**src/hdl/cils_pkg.sv**
```systemverilog
`timescale 1ns / 1ps
// shared types, character codes and helpers for the c integer literal scanner
// no dependencies; imported by the scanner top level and its checker
package cils_pkg;

  // result and internal field widths
  localparam int unsigned VALUE_W   = 32;
  localparam int unsigned ERR_W     = 3;
  localparam int unsigned COUNT_W   = 8;
  localparam int unsigned CHAR_W    = 8;
  localparam int unsigned ESC_W     = 9;
  localparam int unsigned ESC_DIG_W = 2;
  localparam int unsigned OUT_DATA_W = 48;

  // scan phases
  typedef enum logic [3:0] {
    PH_IDLE   = 4'd0,
    PH_SIGN   = 4'd1,
    PH_ZERO   = 4'd2,
    PH_HEXPFX = 4'd3,
    PH_DIGITS = 4'd4,
    PH_SUFU   = 4'd5,
    PH_SUFL   = 4'd6,
    PH_QOPEN  = 4'd7,
    PH_QESC   = 4'd8,
    PH_QHEX1  = 4'd9,
    PH_QHEX2  = 4'd10,
    PH_QOCT   = 4'd11,
    PH_QCLOSE = 4'd12
  } phase_e;

  // number base
  typedef enum logic [1:0] {
    RADIX_DEC = 2'd0,
    RADIX_OCT = 2'd1,
    RADIX_HEX = 2'd2
  } radix_e;

  // error codes
  localparam logic [ERR_W-1:0] ERR_NONE      = 3'd0;
  localparam logic [ERR_W-1:0] ERR_NO_CLOSE  = 3'd1;
  localparam logic [ERR_W-1:0] ERR_BAD_HEX   = 3'd2;
  localparam logic [ERR_W-1:0] ERR_BAD_ESC   = 3'd3;
  localparam logic [ERR_W-1:0] ERR_ESC_RANGE = 3'd4;

  // character codes
  localparam logic [CHAR_W-1:0] CH_NUL    = 8'h00;
  localparam logic [CHAR_W-1:0] CH_DQUOTE = 8'h22;
  localparam logic [CHAR_W-1:0] CH_QUOTE  = 8'h27;
  localparam logic [CHAR_W-1:0] CH_PLUS   = 8'h2b;
  localparam logic [CHAR_W-1:0] CH_MINUS  = 8'h2d;
  localparam logic [CHAR_W-1:0] CH_SPACE  = 8'h20;
  localparam logic [CHAR_W-1:0] CH_D0     = 8'h30;
  localparam logic [CHAR_W-1:0] CH_D1     = 8'h31;
  localparam logic [CHAR_W-1:0] CH_D7     = 8'h37;
  localparam logic [CHAR_W-1:0] CH_D9     = 8'h39;
  localparam logic [CHAR_W-1:0] CH_QMARK  = 8'h3f;
  localparam logic [CHAR_W-1:0] CH_UC_A   = 8'h41;
  localparam logic [CHAR_W-1:0] CH_UC_F   = 8'h46;
  localparam logic [CHAR_W-1:0] CH_UC_L   = 8'h4c;
  localparam logic [CHAR_W-1:0] CH_UC_U   = 8'h55;
  localparam logic [CHAR_W-1:0] CH_UC_X   = 8'h58;
  localparam logic [CHAR_W-1:0] CH_BSLASH = 8'h5c;
  localparam logic [CHAR_W-1:0] CH_LC_A   = 8'h61;
  localparam logic [CHAR_W-1:0] CH_LC_B   = 8'h62;
  localparam logic [CHAR_W-1:0] CH_LC_F   = 8'h66;
  localparam logic [CHAR_W-1:0] CH_LC_L   = 8'h6c;
  localparam logic [CHAR_W-1:0] CH_LC_N   = 8'h6e;
  localparam logic [CHAR_W-1:0] CH_LC_R   = 8'h72;
  localparam logic [CHAR_W-1:0] CH_LC_T   = 8'h74;
  localparam logic [CHAR_W-1:0] CH_LC_U   = 8'h75;
  localparam logic [CHAR_W-1:0] CH_LC_V   = 8'h76;
  localparam logic [CHAR_W-1:0] CH_LC_X   = 8'h78;

  // control codes produced by the simple escapes
  localparam logic [CHAR_W-1:0] CC_BEL = 8'd7;
  localparam logic [CHAR_W-1:0] CC_BS  = 8'd8;
  localparam logic [CHAR_W-1:0] CC_TAB = 8'd9;
  localparam logic [CHAR_W-1:0] CC_LF  = 8'd10;
  localparam logic [CHAR_W-1:0] CC_VT  = 8'd11;
  localparam logic [CHAR_W-1:0] CC_FF  = 8'd12;
  localparam logic [CHAR_W-1:0] CC_CR  = 8'd13;

  // hex digit value of a character, 16 when it is no hex digit
  localparam logic [4:0] NOT_HEX = 5'd16;

  function automatic logic [4:0] hex_digit(input logic [CHAR_W-1:0] c);
    logic [4:0] d;
    d = NOT_HEX;
    if (c >= CH_D0 && c <= CH_D9) begin
      d = 5'(c - CH_D0);
    end else if (c >= CH_LC_A && c <= CH_LC_F) begin
      d = 5'(c - CH_LC_A + 8'd10);
    end else if (c >= CH_UC_A && c <= CH_UC_F) begin
      d = 5'(c - CH_UC_A + 8'd10);
    end
    return d;
  endfunction

  // numeric base as a digit bound
  function automatic logic [4:0] radix_num(input radix_e r);
    logic [4:0] n;
    case (r)
      RADIX_HEX: n = 5'd16;
      RADIX_OCT: n = 5'd8;
      default:   n = 5'd10;
    endcase
    return n;
  endfunction

endpackage

```
**src/hdl/c_integer_literal_scanner_top.sv**
```systemverilog
`timescale 1ns / 1ps
// c integer literal and character constant scanner, one character per word
// depends on cils_pkg
//
// Characters arrive one per word on the slave stream, with tuser[0] set on the
// character that begins a new scan. The block recognises a signed decimal, octal
// or hex integer literal with optional U/L suffixes, or a quoted character
// constant with escapes, and emits one result word when the token ends (found,
// value, error code, characters consumed). It takes one character every cycle
// when the result side keeps up; a result word is presented from the result
// register: the character that ends the token sits in the input register
// while the per-character state update works on it, and the update loads
// the result register. The sustained rate of one character per cycle is set
// by that state update loop, a shift-add and a classification of the
// character. The accumulator is VALUE_BITS wide; the reported value is it
// sign-extended or truncated to 32 bits.
module c_integer_literal_scanner_top #(
  parameter int unsigned VALUE_BITS = 32
) (
  input  logic        clk_i,
  input  logic        rst_ni,
  // input stream
  input  logic        s_axis_tvalid,
  output logic        s_axis_tready,
  input  logic [7:0]  s_axis_tdata,   // [7:0] ch
  input  logic [0:0]  s_axis_tuser,   // [0] start_req
  // result stream
  output logic        m_axis_tvalid,
  input  logic        m_axis_tready,
  output logic [47:0] m_axis_tdata    // [0] found, [32:1] value, [35:33] error_code,
                                      // [43:36] consumed, [47:44] zero
);
  import cils_pkg::*;

  // input register
  logic                in_valid_q, in_valid_d;
  logic [CHAR_W-1:0]   ch_q;
  logic                start_q;

  // scan state
  phase_e                  phase_q, phase_d;
  logic [VALUE_BITS-1:0]   acc_q, acc_d;
  logic                    neg_q, neg_d;
  radix_e                  radix_q, radix_d;
  logic [ESC_W-1:0]        esc_val_q, esc_val_d;
  logic [ESC_DIG_W-1:0]    esc_dig_q, esc_dig_d;
  logic [ERR_W-1:0]        perr_q, perr_d;
  logic [COUNT_W-1:0]      cnt_q, cnt_d;

  // result register
  logic                    out_valid_q, out_valid_d;
  logic                    found_q;
  logic [VALUE_W-1:0]      value_q;
  logic [ERR_W-1:0]        err_q;
  logic [COUNT_W-1:0]      consumed_q;

  // combinational result of one step
  logic                    emit;
  logic                    e_found;
  logic [VALUE_W-1:0]      e_value;
  logic [ERR_W-1:0]        e_err;

  logic                    proc;
  logic                    in_take;

  // handshake
  assign proc          = in_valid_q && (!out_valid_q || m_axis_tready);
  assign s_axis_tready = !in_valid_q || proc;
  assign in_take       = s_axis_tvalid && s_axis_tready;

  assign m_axis_tvalid = out_valid_q;
  assign m_axis_tdata  = {4'b0000, consumed_q, err_q, value_q, found_q};

  // per-character state update
  always_comb begin
    logic [COUNT_W-1:0]    cnt_base;
    logic [ERR_W-1:0]      perr_base;
    logic [4:0]            d;
    logic                  number_out;
    logic                  fail_out;
    logic                  close_chk;
    logic                  first_chk;
    logic                  suffix_chk;
    logic                  octal_fin;
    logic [CHAR_W-1:0]     esc_char;
    logic                  esc_set;
    logic signed [VALUE_BITS-1:0] num_s;

    phase_d    = phase_q;
    acc_d      = acc_q;
    neg_d      = neg_q;
    radix_d    = radix_q;
    esc_val_d  = esc_val_q;
    esc_dig_d  = esc_dig_q;
    perr_d     = perr_q;
    cnt_d      = cnt_q;
    emit       = 1'b0;
    e_found    = 1'b0;
    e_value    = '0;
    e_err      = ERR_NONE;
    number_out = 1'b0;
    fail_out   = 1'b0;
    close_chk  = 1'b0;
    first_chk  = 1'b0;
    suffix_chk = 1'b0;
    octal_fin  = 1'b0;
    esc_char   = CH_SPACE;
    esc_set    = 1'b0;
    d          = hex_digit(ch_q);
    num_s      = '0;

    cnt_base  = start_q ? '0 : cnt_q;
    perr_base = start_q ? ERR_NONE : perr_q;

    if (start_q) begin
      // new scan clears everything
      acc_d     = '0;
      neg_d     = 1'b0;
      radix_d   = RADIX_DEC;
      esc_val_d = '0;
      esc_dig_d = '0;
      perr_d    = ERR_NONE;
      cnt_d     = '0;
      if (ch_q == CH_QUOTE) begin
        cnt_d   = COUNT_W'(1);
        phase_d = PH_QOPEN;
      end else if (ch_q == CH_PLUS || ch_q == CH_MINUS) begin
        neg_d   = (ch_q == CH_MINUS);
        cnt_d   = COUNT_W'(1);
        phase_d = PH_SIGN;
      end else begin
        first_chk = 1'b1;
      end
    end else begin
      case (phase_q)
        PH_SIGN: begin
          first_chk = 1'b1;
        end
        PH_ZERO: begin
          if (ch_q == CH_LC_X || ch_q == CH_UC_X) begin
            cnt_d   = (cnt_base == '1) ? cnt_base : cnt_base + 1'b1;
            phase_d = PH_HEXPFX;
          end else begin
            phase_d    = PH_DIGITS;
            suffix_chk = 1'b1;
          end
        end
        PH_HEXPFX: begin
          if (d < NOT_HEX) begin
            acc_d   = VALUE_BITS'(d);
            radix_d = RADIX_HEX;
            cnt_d   = (cnt_base == '1) ? cnt_base : cnt_base + 1'b1;
            phase_d = PH_DIGITS;
          end else begin
            emit    = 1'b1;
            e_err   = ERR_BAD_HEX;
          end
        end
        PH_DIGITS: begin
          suffix_chk = 1'b1;
        end
        PH_SUFU: begin
          if (ch_q == CH_LC_L || ch_q == CH_UC_L) begin
            cnt_d = (cnt_base == '1) ? cnt_base : cnt_base + 1'b1;
          end
          number_out = 1'b1;
        end
        PH_SUFL: begin
          if (ch_q == CH_LC_U || ch_q == CH_UC_U) begin
            cnt_d = (cnt_base == '1) ? cnt_base : cnt_base + 1'b1;
          end
          number_out = 1'b1;
        end
        PH_QOPEN: begin
          if (ch_q == CH_NUL) begin
            fail_out = 1'b1;
          end else begin
            cnt_d = (cnt_base == '1) ? cnt_base : cnt_base + 1'b1;
            if (ch_q == CH_BSLASH) begin
              phase_d = PH_QESC;
            end else begin
              acc_d   = VALUE_BITS'(ch_q);
              phase_d = PH_QCLOSE;
            end
          end
        end
        PH_QESC: begin
          case (ch_q)
            CH_QMARK:  begin esc_char = CH_QMARK;  esc_set = 1'b1; end
            CH_LC_A:   begin esc_char = CC_BEL;    esc_set = 1'b1; end
            CH_LC_B:   begin esc_char = CC_BS;     esc_set = 1'b1; end
            CH_LC_F:   begin esc_char = CC_FF;     esc_set = 1'b1; end
            CH_LC_N:   begin esc_char = CC_LF;     esc_set = 1'b1; end
            CH_LC_R:   begin esc_char = CC_CR;     esc_set = 1'b1; end
            CH_LC_T:   begin esc_char = CC_TAB;    esc_set = 1'b1; end
            CH_LC_V:   begin esc_char = CC_VT;     esc_set = 1'b1; end
            CH_DQUOTE: begin esc_char = CH_DQUOTE; esc_set = 1'b1; end
            CH_QUOTE:  begin esc_char = CH_QUOTE;  esc_set = 1'b1; end
            CH_BSLASH: begin esc_char = CH_BSLASH; esc_set = 1'b1; end
            CH_LC_X, CH_UC_X: begin
              esc_val_d = '0;
              cnt_d     = (cnt_base == '1) ? cnt_base : cnt_base + 1'b1;
              phase_d   = PH_QHEX1;
            end
            CH_NUL: begin
              perr_d   = (perr_base == ERR_NONE) ? ERR_BAD_ESC : perr_base;
              fail_out = 1'b1;
            end
            default: begin
              if (ch_q inside {[CH_D0:CH_D7]}) begin
                esc_val_d = ESC_W'(ch_q - CH_D0);
                esc_dig_d = ESC_DIG_W'(1);
                cnt_d     = (cnt_base == '1) ? cnt_base : cnt_base + 1'b1;
                phase_d   = PH_QOCT;
              end else begin
                // illegal escape reads as a space
                perr_d   = (perr_base == ERR_NONE) ? ERR_BAD_ESC : perr_base;
                esc_char = CH_SPACE;
                esc_set  = 1'b1;
              end
            end
          endcase
          if (esc_set) begin
            acc_d   = VALUE_BITS'(esc_char);
            cnt_d   = (cnt_base == '1) ? cnt_base : cnt_base + 1'b1;
            phase_d = PH_QCLOSE;
          end
        end
        PH_QHEX1, PH_QHEX2: begin
          if (ch_q == CH_NUL) begin
            perr_d   = (perr_base == ERR_NONE) ? ERR_BAD_HEX : perr_base;
            fail_out = 1'b1;
          end else begin
            // bad hex digit counts as zero
            if (d == NOT_HEX) begin
              perr_d = (perr_base == ERR_NONE) ? ERR_BAD_HEX : perr_base;
              d      = '0;
            end
            cnt_d = (cnt_base == '1) ? cnt_base : cnt_base + 1'b1;
            if (phase_q == PH_QHEX1) begin
              esc_val_d = ESC_W'(d);
              phase_d   = PH_QHEX2;
            end else begin
              acc_d   = VALUE_BITS'({esc_val_q[3:0], d[3:0]});
              phase_d = PH_QCLOSE;
            end
          end
        end
        PH_QOCT: begin
          if (ch_q inside {[CH_D0:CH_D7]}) begin
            esc_val_d = {esc_val_q[ESC_W-4:0], 3'(ch_q - CH_D0)};
            esc_dig_d = esc_dig_q + 1'b1;
            cnt_d     = (cnt_base == '1) ? cnt_base : cnt_base + 1'b1;
            if (esc_dig_d == ESC_DIG_W'(3)) begin
              octal_fin = 1'b1;
            end
          end else begin
            octal_fin = 1'b1;
            close_chk = 1'b1;
          end
        end
        PH_QCLOSE: begin
          close_chk = 1'b1;
        end
        default: begin
          phase_d = PH_IDLE;
        end
      endcase
    end

    // end of an octal escape, values above a byte read as a space
    if (octal_fin) begin
      if (esc_val_d > ESC_W'(255)) begin
        perr_d = (perr_d == ERR_NONE) ? ERR_ESC_RANGE : perr_d;
        acc_d  = VALUE_BITS'(CH_SPACE);
      end else begin
        acc_d  = VALUE_BITS'(esc_val_d);
      end
      phase_d = PH_QCLOSE;
    end

    // first digit of a number
    if (first_chk) begin
      if (ch_q == CH_D0) begin
        radix_d = RADIX_OCT;
        cnt_d   = (cnt_base == '1) ? cnt_base : cnt_base + 1'b1;
        phase_d = PH_ZERO;
      end else if (ch_q inside {[CH_D1:CH_D9]}) begin
        acc_d   = VALUE_BITS'(ch_q - CH_D0);
        radix_d = RADIX_DEC;
        cnt_d   = (cnt_base == '1) ? cnt_base : cnt_base + 1'b1;
        phase_d = PH_DIGITS;
      end else begin
        cnt_d = '0;
        emit  = 1'b1;
      end
    end

    // further digit, else a suffix letter, else the number ends
    if (suffix_chk) begin
      if (d < radix_num(radix_q)) begin
        case (radix_q)
          RADIX_HEX: acc_d = {acc_q[VALUE_BITS-5:0], 4'b0000} + VALUE_BITS'(d);
          RADIX_OCT: acc_d = {acc_q[VALUE_BITS-4:0], 3'b000} + VALUE_BITS'(d);
          default:   acc_d = {acc_q[VALUE_BITS-4:0], 3'b000}
                           + {acc_q[VALUE_BITS-2:0], 1'b0} + VALUE_BITS'(d);
        endcase
        cnt_d = (cnt_base == '1) ? cnt_base : cnt_base + 1'b1;
      end else if (ch_q == CH_LC_U || ch_q == CH_UC_U) begin
        cnt_d   = (cnt_base == '1) ? cnt_base : cnt_base + 1'b1;
        phase_d = PH_SUFU;
      end else if (ch_q == CH_LC_L || ch_q == CH_UC_L) begin
        cnt_d   = (cnt_base == '1) ? cnt_base : cnt_base + 1'b1;
        phase_d = PH_SUFL;
      end else begin
        number_out = 1'b1;
      end
    end

    // closing quote check
    if (close_chk) begin
      if (ch_q == CH_QUOTE) begin
        cnt_d   = (cnt_d == '1) ? cnt_d : cnt_d + 1'b1;
        emit    = 1'b1;
        e_found = 1'b1;
        e_value = VALUE_W'($signed(acc_d[7:0]));
        e_err   = perr_d;
      end else begin
        fail_out = 1'b1;
      end
    end

    // number result, negated after a minus sign, and sign-extended
    if (number_out) begin
      num_s   = neg_q ? $signed(-acc_q) : $signed(acc_q);
      emit    = 1'b1;
      e_found = 1'b1;
      e_value = VALUE_W'(num_s);
      e_err   = ERR_NONE;
    end

    // failed character constant
    if (fail_out) begin
      emit    = 1'b1;
      e_found = 1'b0;
      e_value = '0;
      e_err   = (perr_d != ERR_NONE) ? perr_d : ERR_NO_CLOSE;
    end

    if (emit) begin
      phase_d = PH_IDLE;
    end
  end

  // handshake next values
  always_comb begin
    in_valid_d = in_valid_q;
    if (in_take) begin
      in_valid_d = 1'b1;
    end else if (proc) begin
      in_valid_d = 1'b0;
    end
    out_valid_d = out_valid_q;
    if (proc && emit) begin
      out_valid_d = 1'b1;
    end else if (m_axis_tready) begin
      out_valid_d = 1'b0;
    end
  end

  // control registers
  always_ff @(posedge clk_i or negedge rst_ni) begin
    if (!rst_ni) begin
      in_valid_q  <= 1'b0;
      out_valid_q <= 1'b0;
      phase_q     <= PH_IDLE;
      acc_q       <= '0;
      neg_q       <= 1'b0;
      radix_q     <= RADIX_DEC;
      esc_val_q   <= '0;
      esc_dig_q   <= '0;
      perr_q      <= ERR_NONE;
      cnt_q       <= '0;
    end else begin
      in_valid_q  <= in_valid_d;
      out_valid_q <= out_valid_d;
      if (proc) begin
        phase_q   <= phase_d;
        acc_q     <= acc_d;
        neg_q     <= neg_d;
        radix_q   <= radix_d;
        esc_val_q <= esc_val_d;
        esc_dig_q <= esc_dig_d;
        perr_q    <= perr_d;
        cnt_q     <= cnt_d;
      end
    end
  end

  // input and result payload
  always_ff @(posedge clk_i) begin
    if (in_take) begin
      ch_q    <= s_axis_tdata;
      start_q <= s_axis_tuser[0];
    end
    if (proc && emit) begin
      found_q    <= e_found;
      value_q    <= e_value;
      err_q      <= e_err;
      consumed_q <= cnt_d;
    end
  end

endmodule

```
**config.mk**
```make
export PLATFORM = sky130hd
export DESIGN_NAME = c_integer_literal_scanner_top
export DESIGN_NICKNAME = d
export VERILOG_FILES = /design/src/hdl/cils_pkg.sv /design/src/hdl/c_integer_literal_scanner_top.sv
export SDC_FILE = /design/constraint.sdc
export NUM_CORES = 1
export LEC_CHECK = 0
export ABC_AREA = 0
export BUFFER_PORTS_ARGS = -buffer_cell sky130_fd_sc_hd__buf_4
export CAP_MARGIN = 0
export CORE_MARGIN = 5
export CORE_UTILIZATION = 30
export DETAILED_ROUTE_END_ITERATION = 10
export GPL_ROUTABILITY_DRIVEN = 0
export SETUP_SLACK_MARGIN = 0.05
export SYNTH_ARGS = -nofsm -noshare
export SYNTH_HDL_FRONTEND = slang
export SYNTH_SLANG_ARGS = --single-unit
```
**constraint.sdc**
```tcl
create_clock -name clk_i -period 6.15 [get_ports clk_i]
set_clock_uncertainty 0.15 [all_clocks]
set_input_delay 0.615 -clock clk_i [delete_from_list [all_inputs] [get_ports clk_i]]
set_output_delay 0.615 -clock clk_i [all_outputs]
set_load 0.01 [all_outputs]
```
==> flow_metrics.py, run 1 <==
metrics = {
    "floorplanning": {
        "io_pins": 63,
        "die_w_um": 209,
        "initial_core_util_pct": 30.5,
        "core_area_um2": 38800,
        "row_count": 72,
        "die_y_um": 209,
        "dieArea_um2": 43500,
    },
    "global_routing": {
        "track_usage_pct": 17.6,
        "grt_pass1_vias": 11000,
        "grt_pass1_wl_um": 63000,
        "grtUsageMet1_pct": 24.2,
        "antenna_found_initial": 1,
        "grt_start_max_net_pins": 64,
        "overflow": 0,
        "use_met2_pct": 28.8,
        "grt-busiest-layer": "met2",
        "use_met3_pct": 3.04,
    },
    "power": {
        "p_leak_nw": 5.59,
        "p_per_area_nw_per_um2": 219,
        "vdd_ir_drop_max_mv": 0.193,
    },
    "setup_path": {
        "reg2reg_depth": 25,
        "cp-startpoint": "ch_q[0]",
        "r2r_start": "ch_q[0]",
        "r2r_slack_ns": 0.29,
        "worstPathMaxFanout": 13,
        "timing.rr.end": "cnt_q[1]",
        "endpoint": "cnt_q[1]",
        "crit_type": "register to register",
        "cp.arrival_ns": 6.03,
        "startpoint_type": "register",
        "end_kind": "register",
        "required_ns": 6.31,
    },
    "run": {
        "maxCapViolCount": 0,
    },
    "clock_network": {
        "cts_buffer_depth": 2,
        "root_buffer": "clkbuf_16",
        "ctsHtreeMaxLevel": 4,
        "cts.sinks": 116,
        "tritoncts": "done",
        "holdBufCountCts": 0,
        "numCtsBuffers": 17,
        "clk_pin_slew_ns": 0.07,
        "clkLatencyLatePin_ns": 0.43,
    },
    "synth": {
        "ys_seq_area_share_pct": 26.8,
        "synth_edf_count": 53,
        "ys_types": 104,
        "synth_ff_type": "dfrtp_1",
        "avgSynthCellArea_um2": 8.18,
        "async_reset_ff_share_pct": 54.3,
        "syn-cell-area_um2": 11800,
        "yosysWarnings": 0,
        "synth_top_area_share_pct": 13.4,
        "yosysMostFrequentCell": "nand2_1",
        "yosysTopAreaCell": "edfxtp_1",
        "synth-seq-cells": 116,
        "ys_top_cells_by_area": "edfxtp_1 13%, dfrtp_1 13%, ha_1 8.5%",
        "synth_commonest_cells": "153 x nand2_1, 112 x nor2_1, 108 x o21ai_0, 97 x a21oi_1, 80 x ha_1",
        "syn_inst": 1447,
    },
    "layout": {
        "drive_above_1_share_pct": 14.1,
        "fin_util_pct": 34.7,
        "syn_to_final_growth_pct": 13.8,
        "fin_nets": 1563,
        "postLayoutCellArea_um2": 13500,
        "final_cells": 1997,
        "num_antenna_cells": 0,
    },
    "timing": {
        "relSlewSlack_pct": 29.7,
        "timing.fmax_ghz": 0.171,
        "post-route-min-period_ns": 5.86,
        "worstMarginPinSlew_ns": 1.05,
        "timing.final.crit_share_pct": 95.3,
        "setup_violations": 0,
        "finalMaxSlewViolations": 0,
        "hold_viol_final": 0,
    },
    "route": {
        "drtIter0Drc": 1196,
        "wl_um": 40100,
        "firstDrtPassIters": 6,
        "drc_errors": 0,
        "routed_via_density": 5.85,
        "drtAntennaViolNets": 0,
        "wl_per_cell_um": 20.1,
        "dr_total_vias": 11700,
    },
    "placement": {
        "dp.cells": 1962,
        "hpwl_um": 30100,
        "port_buffers": 58,
        "place_area_um2": 12800,
    },
    "outcome": {
        "status": "finished, final reports clean",
    },
    "min_path": {
        "min_path_type": "input pin to asynchronous set/reset pin",
    },
}
flip-flops by register name, indices dropped and copies added (netlist names):
signal         count
acc_q             32
value_q           32
esc_val_q          9
ch_q               8
cnt_q              8
consumed_q         8
phase_q            4
err_q              3
perr_q             3
esc_dig_q          2
radix_q            2
found_q            1
in_valid_q         1
m_axis_tvalid      1
neg_q              1
start_q            1
how the worst min path moves through the flow:
| stage | startpoint | end | slack, ns | cells past startpoint |
|---|---|---|---|---|
| detailed placement | esc_val_q[6] | esc_val_q[6] | 0.33 | 2 |
| finish | rst_ni | acc_q[23] | 0.12 | 1 |
| global placement | esc_val_q[6] | esc_val_q[6] | 0.32 | 2 |
| CTS | rst_ni | acc_q[24] | 0.18 | 1 |
| floorplan | rst_ni | acc_q[0] | 0.17 | 0 |
| global route | s_axis_tdata[0] | ch_q[0] | 0.20 | 1 |
layer usage:
layer  wire, um  vias up
met1      17200     5557
met5         57        -
met2      18600      584
met3       3140       99
li1           -     5433
met4       1110        2
cells by family after synthesis:
group	Yosys count	synth area share (%)
muxes	19	1.78
buffers and inverters	148	5.37
xor gates and xnor gates	113	8.36
adders and majority gates	84	9.14
other	1	0.0317
DFF	116	26.8
AOI/OAI and AO/OA	481	28.2
and+or+nand+nor	485	20.3
per-stage QoR:
stage	setup WS [ns]	hold slack (ns)	TNS, ns	total power, mW
6_report	0.288	0.122	0	2.95
5_1_grt	-0.0249	0.197	-0.0249	3.08
4_1_cts	0.0181	0.185	0	2.92
3_5_place_dp	0.0174	0.330	0	1.93
3_3_place_gp	0.188	0.323	0	1.92
2_1_floorplan	0.277	0.169	0	1.58
worst max-delay path, cell delays in order, from the launching register on:
cell	delay, ns
edfxtp_1	0.43
buf_4	0.16
buf_4	0.18
or4_4	0.46
o21ai_2	0.16
o21ai_1	0.12
mux2_2	0.28
o32a_1	0.40
nor4_4	0.21
nor2_4	0.09
ha_1	0.28
o21a_1	0.11
nor2_1	0.07
nor3_2	0.25
o21a_2	0.23
o21ai_0	0.08
o22ai_1	0.25
o31ai_2	0.12
inv_1	0.10
ha_2	0.20
o21ai_0	0.11
a211oi_2	0.21
nor2_1	0.11
o41ai_2	0.32
mux2_2	0.39
mux2_2	0.26
layout make-up:
| type | instances | area, um2 |
|---|---|---|
| Clock buffer | 19 | 443 |
| Clock inverter | 13 | 124 |
| Sequential cell | 116 | 3170 |
| Fill cell | 4018 | 25400 |
| Multi-Input combinational cell | 1186 | 8130 |
| Tap cell | 518 | 648 |
| Inverter | 39 | 146 |
| Timing Repair Buffer | 106 | 808 |
repair_timing:
action / in CTS / in global routing
buffers inserted: 0 / 3
gates cloned: 0 / 0
gates resized for setup: 3 / 13
pin swaps: 0 / 6
endpoints found under the setup margin: 2 / 21
power by group:
group	total, mW	switching, mW	internal [mW]
logic	0.938	0.595	0.343
registers	1.01	0.102	0.911
clock network	0.997	0.425	0.572
total	2.95	1.12	1.83
placed cells by master, fill, tap and decap left out, drive strengths merged, types with 16 or more instances in the layout:
cell type,count
nand2,153
o21ai,119
nor2,112
buf,106
a21oi,98
ha,80
dfrtp,63
xnor2,61
edfxtp,53
xor2,52
nand3,44
inv,43
nor3,33
a22o,22
o31ai,22
a221oi,20
nand4,19
a21o,19
a22oi,19
clkbuf,19
nor2b,17
and3,16
o211ai,16
Power figures use the tool's default switching activity.
==> run 2: changes to the inputs <==
--- a/config.mk
+++ b/config.mk
@@ -12,6 +12,7 @@
 export CORE_UTILIZATION = 30
 export DETAILED_ROUTE_END_ITERATION = 10
 export GPL_ROUTABILITY_DRIVEN = 0
+export MAX_ROUTING_LAYER = met4
 export SETUP_SLACK_MARGIN = 0.05
 export SYNTH_ARGS = -nofsm -noshare
 export SYNTH_HDL_FRONTEND = slang
==> run 2 against run 1 <==
Compared with the run above:
- critical path type unchanged
- critical endpoint unchanged
- fmax hardly changed
- die area stayed put
- global-route usage is 0.52 points higher
- non-clock buffer count stayed put
- core utilization stayed put
- worst setup slack hardly changed
- register-to-register slack hardly changed
- via count is 0.45% lower
- critical path depth stayed put
==> flow_metrics.py, run 2 (synthesis results as in run 1) <==
metrics = {
    "outcome": {
        "status": "finished, final reports clean",
    },
    "setup_path": {
        "worstPathMaxFanout": 13,
        "end_kind": "register",
        "r2r_start": "ch_q[0]",
        "cpLargestDelayFamily": "compound AO/OA/AOI/OAI gates",
        "crit_cells": 25,
        "crit_type": "register to register",
        "crit_path_max_incr_delay_ns": 0.46,
        "timing.rr.end": "cnt_q[1]",
        "crit_top_cell": "mux2_2",
        "reg2reg_depth": 25,
        "path_buf_inv": 3,
        "startpoint_type": "register",
        "cp.arrival_ns": 6.03,
        "cp-startpoint": "ch_q[0]",
        "required_ns": 6.31,
        "slowest_stage": "or4_4",
        "r2r_slack_ns": 0.29,
    },
    "layout": {
        "final_common_cell": "nand2_1",
        "drive_above_1_share_pct": 14.1,
        "top_regs": "acc_q x32, value_q x32, esc_val_q x9",
        "fin_nets": 1563,
        "mostFrequentLayoutCells": "153 x nand2_1, 111 x nor2_1, 108 x o21ai_0",
        "syn_to_final_growth_pct": 13.8,
        "postLayoutCellArea_um2": 13500,
        "fin_util_pct": 34.7,
        "num_antenna_cells": 0,
    },
    "clock_network": {
        "tritoncts": "done",
        "cts_buffer_depth": 2,
        "root_buffer": "clkbuf_16",
        "ctsHtreeMaxLevel": 4,
        "cts.sinks": 116,
        "numCtsBuffers": 17,
        "clk_pin_slew_ns": 0.07,
        "holdBufCountCts": 0,
        "clkLatencyLatePin_ns": 0.44,
    },
    "floorplanning": {
        "initial_core_util_pct": 30.5,
        "core_area_um2": 38800,
        "io_pins": 63,
        "dieArea_um2": 43500,
        "die_y_um": 209,
        "die_w_um": 209,
        "row_count": 72,
    },
    "power": {
        "p_sw_share_pct": 38.1,
        "vdd_ir_drop_max_mv": 0.195,
        "p_int_mw": 1.83,
        "p_per_area_nw_per_um2": 219,
        "combPwrFrac_pct": 31.8,
        "seq_power_share_pct": 34.3,
        "total_power_mw": 2.95,
        "p_leak_nw": 5.59,
        "clkPwrFrac_pct": 33.8,
        "switching_power_mw": 1.12,
    },
    "timing": {
        "setup_violations": 0,
        "timing.final.crit_share_pct": 95.3,
        "post-route-min-period_ns": 5.86,
        "hold_viol_final": 0,
        "relSlewSlack_pct": 30.6,
        "worstMarginPinSlew_ns": 1.03,
        "finalMaxSlewViolations": 0,
        "timing.fmax_ghz": 0.171,
    },
    "route": {
        "routed_via_density": 5.82,
        "dr_total_vias": 11600,
        "firstDrtPassIters": 8,
        "wl_met2_um": 18600,
        "wl_per_cell_um": 20.0,
        "drc_errors": 0,
        "wl_met3_um": 3240,
        "drtIter0Drc": 1151,
        "drtAntennaViolNets": 0,
        "met1_length_um": 17100,
        "wl_um": 40000,
        "highest_layer": "met4",
    },
    "min_path": {
        "min_path_type": "input pin to asynchronous set/reset pin",
    },
    "global_routing": {
        "track_usage_pct": 18.2,
        "grt_start_max_net_pins": 64,
        "grt_pass1_vias": 11000,
        "grt_pass1_wl_um": 63000,
        "overflow": 0,
        "antenna_found_initial": 1,
    },
    "run": {
        "maxCapViolCount": 0,
    },
    "placement": {
        "port_buffers": 58,
        "place_area_um2": 12800,
        "hpwl_um": 30100,
    },
}
[run 2: final cells by class]
| class | instances | area [um2] |
|---|---|---|
| Inverter | 39 | 146 |
| Clock buffer | 19 | 443 |
| Tap cell | 518 | 648 |
| Sequential cell | 116 | 3170 |
| Clock inverter | 13 | 124 |
| Multi-Input combinational cell | 1186 | 8130 |
| Timing Repair Buffer | 106 | 808 |
| Fill cell | 4018 | 25400 |
[run 2: worst max path at each step]
stage	slack [ns]	end
final	0.29	cnt_q[1]
after global routing	-0.02	cnt_q[1]
after CTS	0.02	acc_q[31]
after detailed placement	0.02	acc_q[31]
after global placement	0.19	acc_q[31]
after floorplan	0.28	cnt_q[1]
[run 2: through the flow]
stage	hold WS [ns]	cells	setup TNS (ns)	setup WS (ns)
after floorplan	0.169	1450	0	0.277
after global placement	0.323	1962	0	0.188
after detailed placement	0.330	1962	0	0.0174
after CTS	0.185	1994	0	0.0181
after global routing	0.197	1997	-0.0171	-0.0171
final	0.130	1997	0	0.288
[run 2: power by group through the flow]
stage | registers [mW] | logic (mW) | clock network, mW
detailed placement | 1.02 | 0.903 | 0
finish | 1.01 | 0.938 | 0.996
floorplan | 0.992 | 0.592 | 0
global route | 1.02 | 1.02 | 1.04
CTS | 1.01 | 0.908 | 1.00
global placement | 1.02 | 0.894 | 0
[run 2: repair_timing]
item / 4_1_cts / 5_1_grt
setup endpoints to repair: 2 / 21
endpoints found under the hold margin: 0 / 0
setup buffers: 0 / 3
resized for setup: 3 / 13
pin swaps: 0 / 6
[run 2: worst reg2reg max path, stage by stage, from the launching register on]
cell and delay [ns]:
edfxtp_1 0.43, buf_4 0.16, buf_4 0.18, or4_4 0.46, o21ai_2 0.16, o21ai_1 0.12
mux2_2 0.28, o32a_1 0.40, nor4_4 0.21, nor2_4 0.09, ha_1 0.28, o21a_1 0.11
nor2_1 0.07, nor3_2 0.25, o21a_2 0.23, o21ai_0 0.09, o22ai_1 0.25, o31ai_2 0.12
inv_1 0.10, ha_2 0.20, o21ai_0 0.11, a211oi_2 0.21, nor2_1 0.11, o41ai_2 0.32
mux2_2 0.39, mux2_2 0.26
[run 2: routing by layer]
metal	track usage, %	vias to the layer above
met3	2.97	92
met2	28.7	567
met1	24.3	5523
met4	4.79	0
met5	-	-
li1	-	5441
